==> src/cfa_pkg.sv <==
// Shared types, constants and helper functions for the calendar field adjuster.
package cfa_pkg;

	// Field selector of one adjustment beat
	typedef enum logic [2:0] {
		CMD_YEAR   = 3'd0,
		CMD_MONTH  = 3'd1,
		CMD_DAY    = 3'd2,
		CMD_HOUR   = 3'd3,
		CMD_MINUTE = 3'd4
	} cmd_t;

	// Configuration register indexes
	localparam logic REG_YEAR_LOW  = 1'b0;
	localparam logic REG_YEAR_HIGH = 1'b1;

	// Reset values of the year limits
	localparam logic [11:0] YEAR_LOW_RST  = 12'd2000;
	localparam logic [11:0] YEAR_HIGH_RST = 12'd2099;

	// Wrap moduli
	localparam logic [7:0] MONTHS_PER_YEAR = 8'd12;
	localparam logic [7:0] HOURS_PER_DAY   = 8'd24;
	localparam logic [7:0] MINS_PER_HOUR   = 8'd60;

	// One input beat
	typedef struct packed {
		logic [2:0]        command;
		logic signed [5:0] step;
		logic [11:0]       year;
		logic [3:0]        month;
		logic [4:0]        day;
		logic [4:0]        hour;
		logic [5:0]        minute;
		logic [5:0]        second;
	} item_t;

	// One result beat
	typedef struct packed {
		logic [11:0] year;
		logic [3:0]  month;
		logic [4:0]  day;
		logic [4:0]  hour;
		logic [5:0]  minute;
		logic [5:0]  second;
	} res_t;

	// Days in a month; a month code outside 1..12 counts as 31 days
	function automatic logic [4:0] month_len(input logic leap, input logic [3:0] m);
		logic [4:0] len;
		case (m)
			4'd2:                         len = leap ? 5'd29 : 5'd28;
			4'd4, 4'd6, 4'd9, 4'd11:      len = 5'd30;
			default:                      len = 5'd31;
		endcase
		return len;
	endfunction

	// Reduce a non-negative value below 8*n into 0..n-1 by three compare-subtract folds
	function automatic logic [7:0] mod_fold(input logic [7:0] v, input logic [7:0] n);
		logic [7:0] r;
		logic [9:0] lim;
		r = v;
		for (int k = 2; k >= 0; k--) begin
			lim = {2'b00, n} << k;
			if ({2'b00, r} >= lim) begin
				r = r - lim[7:0];
			end
		end
		return r;
	endfunction

endpackage

==> src/cfa_leap.sv <==
// Gregorian leap-year test on a 12-bit year.
module cfa_leap (
	input  logic [11:0] year,
	output logic        leap
);
	import cfa_pkg::*;

	logic [9:0]  quarter;
	logic [20:0] prod;
	logic [5:0]  quot;
	logic [9:0]  quot25;
	logic        div25;
	logic        div4;
	logic        div100;
	logic        div400;

	// Split off the factor four, then test year/4 for a multiple of 25 by reciprocal
	assign quarter = year[11:2];
	assign prod    = 21'(quarter) * 21'd1311;
	assign quot    = prod[20:15];
	assign quot25  = 10'(quot) * 10'd25;
	assign div25   = (quarter == quot25);

	// Combine the divisibility flags
	assign div4   = (year[1:0] == 2'b00);
	assign div100 = div4 && div25;
	assign div400 = (year[3:0] == 4'd0) && div25;
	assign leap   = (div4 && !div100) || div400;

endmodule

==> src/cfa_adjust.sv <==
// Combinational step, wrap and day clamp of one date and time beat.
module cfa_adjust (
	input  cfa_pkg::item_t item,
	input  logic [11:0]    year_low,
	input  logic [11:0]    year_high,
	output cfa_pkg::res_t  res
);
	import cfa_pkg::*;

	logic [7:0]         step8;
	logic signed [13:0] year_step;
	logic               below;
	logic               above;
	logic               leap_cur;
	logic               leap_step;
	logic               leap_low;
	logic               leap_high;
	logic [11:0]        year_new;
	logic               leap_new;
	logic [4:0]         len_cur;
	logic [4:0]         len_year;
	logic [7:0]         month_idx;
	logic [3:0]         month_new;
	logic [4:0]         len_month;
	logic [7:0]         day_idx;
	logic [4:0]         day_new;
	logic [7:0]         hour_idx;
	logic [7:0]         min_idx;

	assign step8 = {{2{item.step[5]}}, item.step};

	// Leap flags for every year that can end up in the result
	cfa_leap u_leap_cur  (.year(item.year),       .leap(leap_cur));
	cfa_leap u_leap_step (.year(year_step[11:0]), .leap(leap_step));
	cfa_leap u_leap_low  (.year(year_low),        .leap(leap_low));
	cfa_leap u_leap_high (.year(year_high),       .leap(leap_high));

	// Year step: below the low limit wraps high, above the high limit wraps low
	assign year_step = $signed({2'b00, item.year}) + $signed({{8{item.step[5]}}, item.step});
	assign below     = year_step < $signed({2'b00, year_low});
	assign above     = year_step > $signed({2'b00, year_high});

	always_comb begin
		if (below) begin
			year_new = year_high;
			leap_new = leap_high;
		end else if (above) begin
			year_new = year_low;
			leap_new = leap_low;
		end else begin
			year_new = year_step[11:0];
			leap_new = leap_step;
		end
	end

	assign len_year = month_len(leap_new, item.month);

	// Month step: offset by three years of months to stay non-negative
	assign month_idx = {4'd0, item.month} + step8 + 8'd35;
	assign month_new = 4'(mod_fold(month_idx, MONTHS_PER_YEAR)) + 4'd1;
	assign len_month = month_len(leap_cur, month_new);

	// Day step: wrap within the current month, offset by two month lengths
	assign len_cur = month_len(leap_cur, item.month);
	assign day_idx = {3'd0, item.day} + step8 + {2'b00, len_cur, 1'b0} - 8'd1;
	assign day_new = 5'(mod_fold(day_idx, {3'd0, len_cur})) + 5'd1;

	// Hour and minute steps, offset by two days of hours and one hour of minutes
	assign hour_idx = {3'd0, item.hour} + step8 + 8'd48;
	assign min_idx  = {2'd0, item.minute} + step8 + 8'd60;

	// Step one field, keep the rest; year/month clamp day, minute zeros seconds
	always_comb begin
		res.year   = item.year;
		res.month  = item.month;
		res.day    = item.day;
		res.hour   = item.hour;
		res.minute = item.minute;
		res.second = item.second;
		case (cmd_t'(item.command))
			CMD_YEAR: begin
				res.year = year_new;
				res.day  = (item.day > len_year) ? len_year : item.day;
			end
			CMD_MONTH: begin
				res.month = month_new;
				res.day   = (item.day > len_month) ? len_month : item.day;
			end
			CMD_DAY: begin
				res.day = day_new;
			end
			CMD_HOUR: begin
				res.hour = 5'(mod_fold(hour_idx, HOURS_PER_DAY));
			end
			CMD_MINUTE: begin
				res.minute = 6'(mod_fold(min_idx, MINS_PER_HOUR));
				res.second = 6'd0;
			end
			default: begin
				res.year = item.year;
			end
		endcase
	end

endmodule

==> src/calendar_field_adjust.sv <==
// Top level of the calendar field adjuster: input register, adjust logic, result register.
//
//  channel   handshake              payload
//  -------   ---------------------  -----------------------------------------------
//  command   start && !busy         command, step, year_in .. second_in
//  result    done (one-cycle beat)  year_out .. second_out
//  config    wr_en                  wr_index, wr_data
//
// One beat is taken every cycle; busy stays low.
// A command beat passes through the input register and then the adjust logic
// ahead of the result register, which holds its result beat.
// Reset clears the valid flags and loads the year limits with 2000 and 2099.
// The receiver cannot stall; each result is shown for exactly one cycle.
module calendar_field_adjust (
	input  logic        clk,
	input  logic        arst_n,
	input  logic        start,
	output logic        busy,
	input  logic [2:0]  command,
	input  logic [5:0]  step,
	input  logic [11:0] year_in,
	input  logic [3:0]  month_in,
	input  logic [4:0]  day_in,
	input  logic [4:0]  hour_in,
	input  logic [5:0]  minute_in,
	input  logic [5:0]  second_in,
	input  logic        wr_en,
	input  logic        wr_index,
	input  logic [11:0] wr_data,
	output logic        done,
	output logic [11:0] year_out,
	output logic [3:0]  month_out,
	output logic [4:0]  day_out,
	output logic [4:0]  hour_out,
	output logic [5:0]  minute_out,
	output logic [5:0]  second_out
);
	import cfa_pkg::*;

	logic [11:0] year_low_q;
	logic [11:0] year_high_q;
	logic        valid_s1;
	item_t       item_s1;
	res_t        res_comb;
	res_t        res_q;
	logic        done_q;

	assign busy = 1'b0;

	// Hold the year limits
	always_ff @(posedge clk or negedge arst_n) begin
		if (!arst_n) begin
			year_low_q  <= YEAR_LOW_RST;
			year_high_q <= YEAR_HIGH_RST;
		end else if (wr_en) begin
			if (wr_index == REG_YEAR_LOW) begin
				year_low_q <= wr_data;
			end else begin
				year_high_q <= wr_data;
			end
		end
	end

	// Capture the command beat
	always_ff @(posedge clk or negedge arst_n) begin
		if (!arst_n) begin
			valid_s1 <= 1'b0;
		end else begin
			valid_s1 <= start && !busy;
		end
	end

	always_ff @(posedge clk) begin
		if (start && !busy) begin
			item_s1 <= '{command: command, step: step, year: year_in, month: month_in,
				day: day_in, hour: hour_in, minute: minute_in, second: second_in};
		end
	end

	cfa_adjust u_adjust (
		.item      (item_s1),
		.year_low  (year_low_q),
		.year_high (year_high_q),
		.res       (res_comb)
	);

	// Register the result beat
	always_ff @(posedge clk or negedge arst_n) begin
		if (!arst_n) begin
			done_q <= 1'b0;
		end else begin
			done_q <= valid_s1;
		end
	end

	always_ff @(posedge clk) begin
		if (valid_s1) begin
			res_q <= res_comb;
		end
	end

	assign done       = done_q;
	assign year_out   = res_q.year;
	assign month_out  = res_q.month;
	assign day_out    = res_q.day;
	assign hour_out   = res_q.hour;
	assign minute_out = res_q.minute;
	assign second_out = res_q.second;

endmodule

==> config.mk <==
export PLATFORM = sky130hd
export DESIGN_NAME = calendar_field_adjust
export DESIGN_NICKNAME = d
export VERILOG_FILES = /design/src/cfa_pkg.sv /design/src/cfa_leap.sv /design/src/cfa_adjust.sv /design/src/calendar_field_adjust.sv
export SDC_FILE = /design/constraint.sdc
export NUM_CORES = 1
export LEC_CHECK = 0
export BUFFER_PORTS_ARGS = -buffer_cell sky130_fd_sc_hd__buf_4
export CORE_UTILIZATION = 60
export CTS_BUF_LIST = sky130_fd_sc_hd__clkbuf_4
export CTS_CLUSTER_DIAMETER = 120
export DETAILED_ROUTE_END_ITERATION = 16
export HOLD_SLACK_MARGIN = 0.05
export PLACE_DENSITY = 0.9
export SYNTH_ARGS = -nofsm -noshare
export SYNTH_HDL_FRONTEND = slang
export SYNTH_SLANG_ARGS = --single-unit
==> constraint.sdc <==
create_clock -name clk -period 35.8 [get_ports clk]
set_input_delay 0 -clock clk [delete_from_list [all_inputs] [get_ports clk]]
set_output_delay 0 -clock clk [all_outputs]
set_load 0.01 [all_outputs]
==> results.py, run 1 <==
metrics = {
    "outcome": {
        "status": "finished clean",
    },
    "setup_path": {
        "path_class": "register to register",
        "cp.required_ns": 36.14,
        "slowest_delay_ns": 0.66,
        "startpoint_type": "register",
        "r2r_slack_ns": 19.87,
        "crit_slowest_cell": "fa_1",
        "cpMostUsedCell": "ha_1",
        "cp-end-kind": "register",
        "critical_path_peak_fanout": 10,
        "critPathArrivalTime_ns": 16.26,
    },
    "sta": {
        "hold_ws_ns": 0.1492,
        "rsz0062_at_grt": "no",
        "setup_viol": 0,
        "slew_headroom_pct": 24.11,
        "min_period_over_period_pct": 44.49,
        "finalCriticalPeriod_ns": 15.93,
        "fmax_ghz": 0.06279,
        "fin_setup_tns_ns": 0,
        "slew_viol_final": 0,
        "hold_viol": 0,
        "fin_skew_ns": 0.03203,
        "tightest_slew_ns": 1.138,
    },
    "cts": {
        "cts.sinks": 111,
        "cts_buffer_depth": 2,
        "insertion_delay_ns": 0.55,
        "cts_setup_buffers": 0,
        "cts-buffers-inserted": 9,
        "tritoncts": "yes",
        "cts-resized-gates": 0,
        "root_buffer": "clkbuf_4",
        "path_clk_slew_ns": 0.21,
        "hold_buffers": 82,
        "htreeDepth": 3,
    },
    "place": {
        "routabilityCongestion": 0.8878,
        "port_buffers": 102,
        "post_dp_cell_area_sq_um": 19370,
        "hpwlAfterDp_um": 34810,
    },
    "global_routing": {
        "grt_pass1_wl_um": 75060,
        "grt_pass1_vias": 15600,
        "overflow": 0,
        "grt_max_degree": 49,
        "grt_usage_pct": 30.69,
        "grt_antenna_before_repair": 2,
    },
    "finish": {
        "nNetsFinal": 2665,
        "areaGrowthSynthToFinish_pct": 12.07,
        "layout_commonest_cell": "ha_1",
        "final_cell_mix": "ha_1, inv_1, buf_4, fa_1, a21oi_1",
        "drive_gt1_share_pct": 9.932,
        "final_area_sq_um": 20330,
    },
    "floorplanning": {
        "start_util_pct": 61.03,
        "ioPinCount": 104,
        "rows": 63,
        "die_height_um": 175.9,
        "die_area_sq_um": 30930,
        "die_x_um": 175.9,
        "core-area_sq_um": 29720,
    },
    "synth": {
        "yosysSeqAreaShare_pct": 17.74,
        "synth-main-ff-cell": "edfxtp_1",
        "synth_cell_type_count": 88,
        "syn-num-nets": 2483,
        "synthSimpleGateAreaFrac_pct": 8.402,
        "synth_cells": 1857,
        "synth_mux_area_share_pct": 2.242,
        "synthArstFlopShare_pct": 23.42,
        "synth_compound_area_share_pct": 14.23,
        "synth_edf_count": 85,
        "avgSynthCellArea_sq_um": 9.767,
        "yosys_register_bits": 111,
        "synth_fa_ha_area_share_pct": 43.32,
        "synth-xor-area-share_pct": 7.285,
        "yosysWarnings": 0,
        "syn_area_sq_um": 18140,
        "synth_top_family_by_area": "adder cells",
    },
    "hold_path": {
        "hp-class": "input port to register",
    },
    "detailed_routing": {
        "dr.pass1.iters": 6,
        "ant_nets": 0,
        "detail_route.wl_per_cell_um": 18.77,
        "drt_iter0_markers": 931,
        "drc": 0,
        "wl_um": 45710,
        "via_count": 14660,
        "vias_per_cell": 6.018,
    },
    "job": {
        "cap_violations": 0,
    },
}
-- synth_stat cells, drive strengths merged (7+ instances only) --
library cell | instances | area (sq um)
a31oi | 10 | 62.56
nor3 | 22 | 115.1
nor3b | 7 | 52.55
nor4 | 11 | 81.32
ha | 452 | 5655
and2 | 11 | 68.82
a211oi | 20 | 150.1
o21ai | 71 | 355.3
dfstp | 11 | 289.0
a21boi | 8 | 60.06
nand4 | 13 | 81.33
fa | 110 | 2202
mux2i | 14 | 143.9
nand3 | 22 | 115.1
xor2 | 41 | 359.1
clkbuf | 21 | 80.07
xnor2 | 97 | 849.6
edfxtp | 85 | 2552
dfrtp | 15 | 375.4
nor2b | 14 | 87.58
a21oi | 107 | 554.3
nand2 | 77 | 289.0
o31ai | 9 | 86.33
inv | 298 | 1119
o211ai | 9 | 77.57
nor2 | 76 | 287.8
a211o | 8 | 80.08
a21o | 64 | 480.5
nand2b | 10 | 62.56
mux2 | 23 | 262.8
o21bai | 12 | 90.09
o21a | 7 | 52.55
or2 | 11 | 68.82
-- area by class of cell --
| class | instances | area [sq um] |
|---|---|---|
| sequential | 111 | 3218 |
| clock inverter | 7 | 61.31 |
| fill | 2050 | 9392 |
| timing repair buffer | 195 | 1669 |
| multi-input combinational | 1423 | 13690 |
| clock buffer | 9 | 67.56 |
| inverter | 299 | 1122 |
| antenna | 2 | 5.005 |
| tap | 390 | 488.0 |
-- worst paths after layout --
path / end / start / cells past startpoint
max: day_out[1]$_DFFE_PP_ / item_s1[36]$_DFFE_PP_ / 58
min: item_s1[43]$_DFFE_PP_ / step[5] / 2
max reg2reg: day_out[1]$_DFFE_PP_ / item_s1[36]$_DFFE_PP_ / 58
min reg2reg: second_out[5]$_SDFFCE_PN0P_ / item_s1[5]$_DFFE_PP_ / 1
max in group asynchronous: valid_s1$_DFF_PN0_ / arst_n / 4
min in group asynchronous: year_high_q[11]$_DFFE_PN1P_ / arst_n / 3
-- worst max-delay path, delay by kind of cell (launching register included) --
kind	cells	cell delay, ns
multiplexers	2	0.70
adder cells (fa/ha/maj)	16	5.75
flip-flops	1	0.65
buffers and inverters	5	0.32
AO/OA/AOI/OAI	23	5.97
XOR/XNOR	5	1.13
AND/OR/NAND/NOR	7	1.19
-- sequential cells by signal (all words and copies together) (netlist names) --
| register | cells |
|---|---|
| valid_s1 | 1 |
| minute_out | 6 |
| second_out | 6 |
| hour_out | 5 |
| done | 1 |
| year_low_q | 12 |
| month_out | 4 |
| item_s1 | 47 |
| day_out | 5 |
| year_high_q | 12 |
| year_out | 12 |
-- metrics by stage --
step / std cells / utilization [%] / setup slack, ns
floorplan: 1857 / - / 22.09
global placement: 2336 / 65.18 / 20.96
detailed placement: 2336 / 65.18 / 20.37
CTS: 2434 / 68.38 / 20.33
global route: 2436 / 68.40 / 18.80
finish: 2436 / 68.40 / 19.87
-- kinds of logic (layout without fill, tap and decap cells) --
logic type                 count (synthesis)  in the layout
AOI/OAI and AO/OA                        379            379
and+or+nand+nor                          301            301
other                                      1              3
adders and majority gates                562            562
xor gates and xnor gates                 143            143
muxes                                     37             37
buffers and inverters                    323            510
DFF                                      111            111
-- routing by layer --
| layer | part of all wire [%] | global-route usage [%] | vias to the layer above |
|---|---|---|---|
| met5 | 0 | 0 | - |
| met4 | 4.7 | 15.83 | 0 |
| met3 | 6.0 | 4.632 | 159 |
| met2 | 51 | 54.96 | 574 |
| met1 | 39 | 35.31 | 7035 |
| li1 | - | - | 6891 |
Power of run 1 is not shown: default switching activity piles up to over one toggle a cycle in this logic, so the estimate is an artifact.
==> run 2, diff against run 1 <==
--- a/config.mk
+++ b/config.mk
@@ -6,12 +6,12 @@
 export NUM_CORES = 1
 export LEC_CHECK = 0
 export BUFFER_PORTS_ARGS = -buffer_cell sky130_fd_sc_hd__buf_4
-export CORE_UTILIZATION = 60
+export CORE_UTILIZATION = 59
 export CTS_BUF_LIST = sky130_fd_sc_hd__clkbuf_4
 export CTS_CLUSTER_DIAMETER = 120
 export DETAILED_ROUTE_END_ITERATION = 16
 export HOLD_SLACK_MARGIN = 0.05
-export PLACE_DENSITY = 0.9
+export PLACE_DENSITY = 0.92
 export SYNTH_ARGS = -nofsm -noshare
 export SYNTH_HDL_FRONTEND = slang
 export SYNTH_SLANG_ARGS = --single-unit
==> constraint.sdc (replaced) <==
create_clock -name clk -period 14.3 [get_ports clk]
set_input_delay 0 -clock clk [delete_from_list [all_inputs] [get_ports clk]]
set_output_delay 0 -clock clk [all_outputs]
set_load 0.01 [all_outputs]
==> run 2 against run 1 <==
Net effect:
- register-to-register slack worse by 20 ns
- global-route usage rose by 0.91 points
- cell area increased by 2.8%
- sequential share of layout area decreased by 0.43 points
- routed wire length increased by 8.7%
- critical endpoint unchanged
==> results.py, run 2 (synthesis gave the netlist of run 1 again) <==
metrics = {
    "setup_path": {
        "r2r_slack_ns": 0.32,
        "rr_startpoint": "item_s1[37]$_DFFE_PP_",
        "critPathBufInv": 8,
        "cpMostUsedCell": "ha_1",
        "critPathArrivalTime_ns": 14.28,
        "crit_slowest_cell": "fa_2",
        "r2r_end": "day_out[1]$_DFFE_PP_",
        "cp-end-kind": "register",
        "cp.required_ns": 14.60,
        "path_class": "register to register",
        "ff2ff_path_depth": 61,
        "startpoint_type": "register",
        "slowest_delay_ns": 0.68,
        "critical_path_peak_fanout": 7,
        "cp_top_family": "adder cells",
    },
    "floorplanning": {
        "die_area_sq_um": 31450,
        "ioPinCount": 104,
        "core-area_sq_um": 29950,
        "die_height_um": 177.3,
        "start_util_pct": 60.55,
        "die_x_um": 177.3,
        "rows": 63,
    },
    "global_routing": {
        "grt_pass1_wl_um": 78360,
        "use_met3_pct": 4.649,
        "grt.met1_usage_pct": 35.84,
        "grt_usage_pct": 31.61,
        "grt_max_degree": 49,
        "grt_antenna_before_repair": 1,
        "overflow": 0,
        "use_met2_pct": 56.38,
        "grt_pass1_vias": 16230,
        "busiest_layer": "met2",
    },
    "detailed_routing": {
        "via_count": 15480,
        "detail_route.wl_per_cell_um": 20.07,
        "drt_iter0_markers": 1415,
        "dr.pass1.iters": 7,
        "vias_per_cell": 6.250,
        "drc": 0,
        "ant_nets": 0,
        "wl_um": 49710,
    },
    "sta": {
        "fin_setup_tns_ns": 0,
        "finalCriticalPeriod_ns": 13.98,
        "fin_skew_ns": 0.05661,
        "slew_viol_final": 0,
        "fmax_ghz": 0.07152,
        "min_period_over_period_pct": 97.77,
        "hold_viol": 0,
        "tightest_slew_ns": 1.103,
        "setup_viol": 0,
        "slew_headroom_pct": 25.94,
    },
    "finish": {
        "largest_register": "item_s1",
        "layout_commonest_cell": "ha_1",
        "largest_reg_flops": 47,
        "drive_gt1_share_pct": 12.99,
        "areaGrowthSynthToFinish_pct": 15.21,
        "nNetsFinal": 2707,
        "final_cell_mix": "ha_1, inv_1, buf_4, fa_1, a21oi_1",
    },
    "cts": {
        "cts.sinks": 111,
        "path_clk_slew_ns": 0.21,
        "htreeDepth": 3,
        "cts_buffer_depth": 2,
        "tritoncts": "yes",
        "root_buffer": "clkbuf_4",
        "insertion_delay_ns": 0.58,
        "cts-buffers-inserted": 9,
    },
    "hold_path": {
        "whs_endpoint": "item_s1[22]$_DFFE_PP_",
        "hp-class": "input port to register",
        "min-delay-start": "month_in[0]",
        "min_path_cells": 2,
    },
    "job": {
        "cap_violations": 0,
    },
    "place": {
        "routabilityCongestion": 0.9546,
        "hpwlAfterDp_um": 36130,
        "port_buffers": 102,
    },
    "outcome": {
        "status": "finished clean",
    },
}
## run 2: cell count changes in the layout (fill, tap and decap cells not counted), moves of 4 or more
cell     change
ha_1         -5
buf_4       +38
ha_4         +4
a21oi_1      -5
## run 2: stage by stage
| stage | instances | cell area [sq um] | hold WS (ns) | worst slack, ns | util (%) |
|---|---|---|---|---|---|
| floorplan | 1857 | 18140 | -0.2956 | 0.5885 | - |
| global placement | 2350 | 19480 | -0.07870 | 0.2056 | 65.02 |
| detailed placement | 2350 | 19480 | -0.07107 | -0.5254 | 65.02 |
| CTS | 2452 | 20570 | 0.1509 | 0.02727 | 68.68 |
| global route | 2477 | 20900 | 0.1493 | -0.2469 | 69.76 |
| finish | 2477 | 20900 | 0.1432 | 0.3188 | 69.76 |
## run 2: what timing repair did
| action | in CTS | in global routing |
|---|---|---|
| buffers inserted | 1 | 24 |
| pin swaps | 2 | 26 |
| gates resized for setup | 12 | 27 |
| hold buffers | 85 | 0 |
| gates cloned | 0 | 0 |
| setup endpoints to repair | 5 | 5 |
| hold endpoints to repair | 133 | 0 |
## run 2: worst reg2reg max path: cells and delay by family (launching register included)
kind | cells | cell delay [ns]
xor+xnor | 5 | 0.96
fa+ha+maj | 16 | 5.83
mux | 2 | 0.46
flops | 1 | 0.45
simple gates | 11 | 1.54
buf+inv | 8 | 0.67
compound gates | 19 | 3.86
## run 2: layout make-up
type | count | area [sq um]
Clock inverter | 7 | 93.84
Timing Repair Buffer | 237 | 1996
Inverter | 299 | 1122
Fill cell | 1933 | 9057
Clock buffer | 9 | 67.56
Multi-Input combinational cell | 1423 | 13910
Tap cell | 390 | 488.0
Sequential cell | 111 | 3218
Antenna cell | 1 | 2.502
## run 2: worst max-delay path by stage
stage | startpoint | endpoint | cells after the start
after floorplan | item_s1[36]$_DFFE_PP_ | day_out[1]$_DFFE_PP_ | 58
after CTS | item_s1[35]$_DFFE_PP_ | day_out[1]$_DFFE_PP_ | 63
after global routing | item_s1[37]$_DFFE_PP_ | day_out[1]$_DFFE_PP_ | 64
after global placement | item_s1[35]$_DFFE_PP_ | day_out[1]$_DFFE_PP_ | 61
after detailed placement | item_s1[35]$_DFFE_PP_ | day_out[1]$_DFFE_PP_ | 61
final | item_s1[37]$_DFFE_PP_ | day_out[1]$_DFFE_PP_ | 61
## run 2: routing by layer
metal	up-vias	share of wire (%)
met5	-	0
met4	0	6.4
met3	270	7.8
met2	841	49
met1	7399	36
li1	6971	-
Power of run 2 is left out for the same reason.
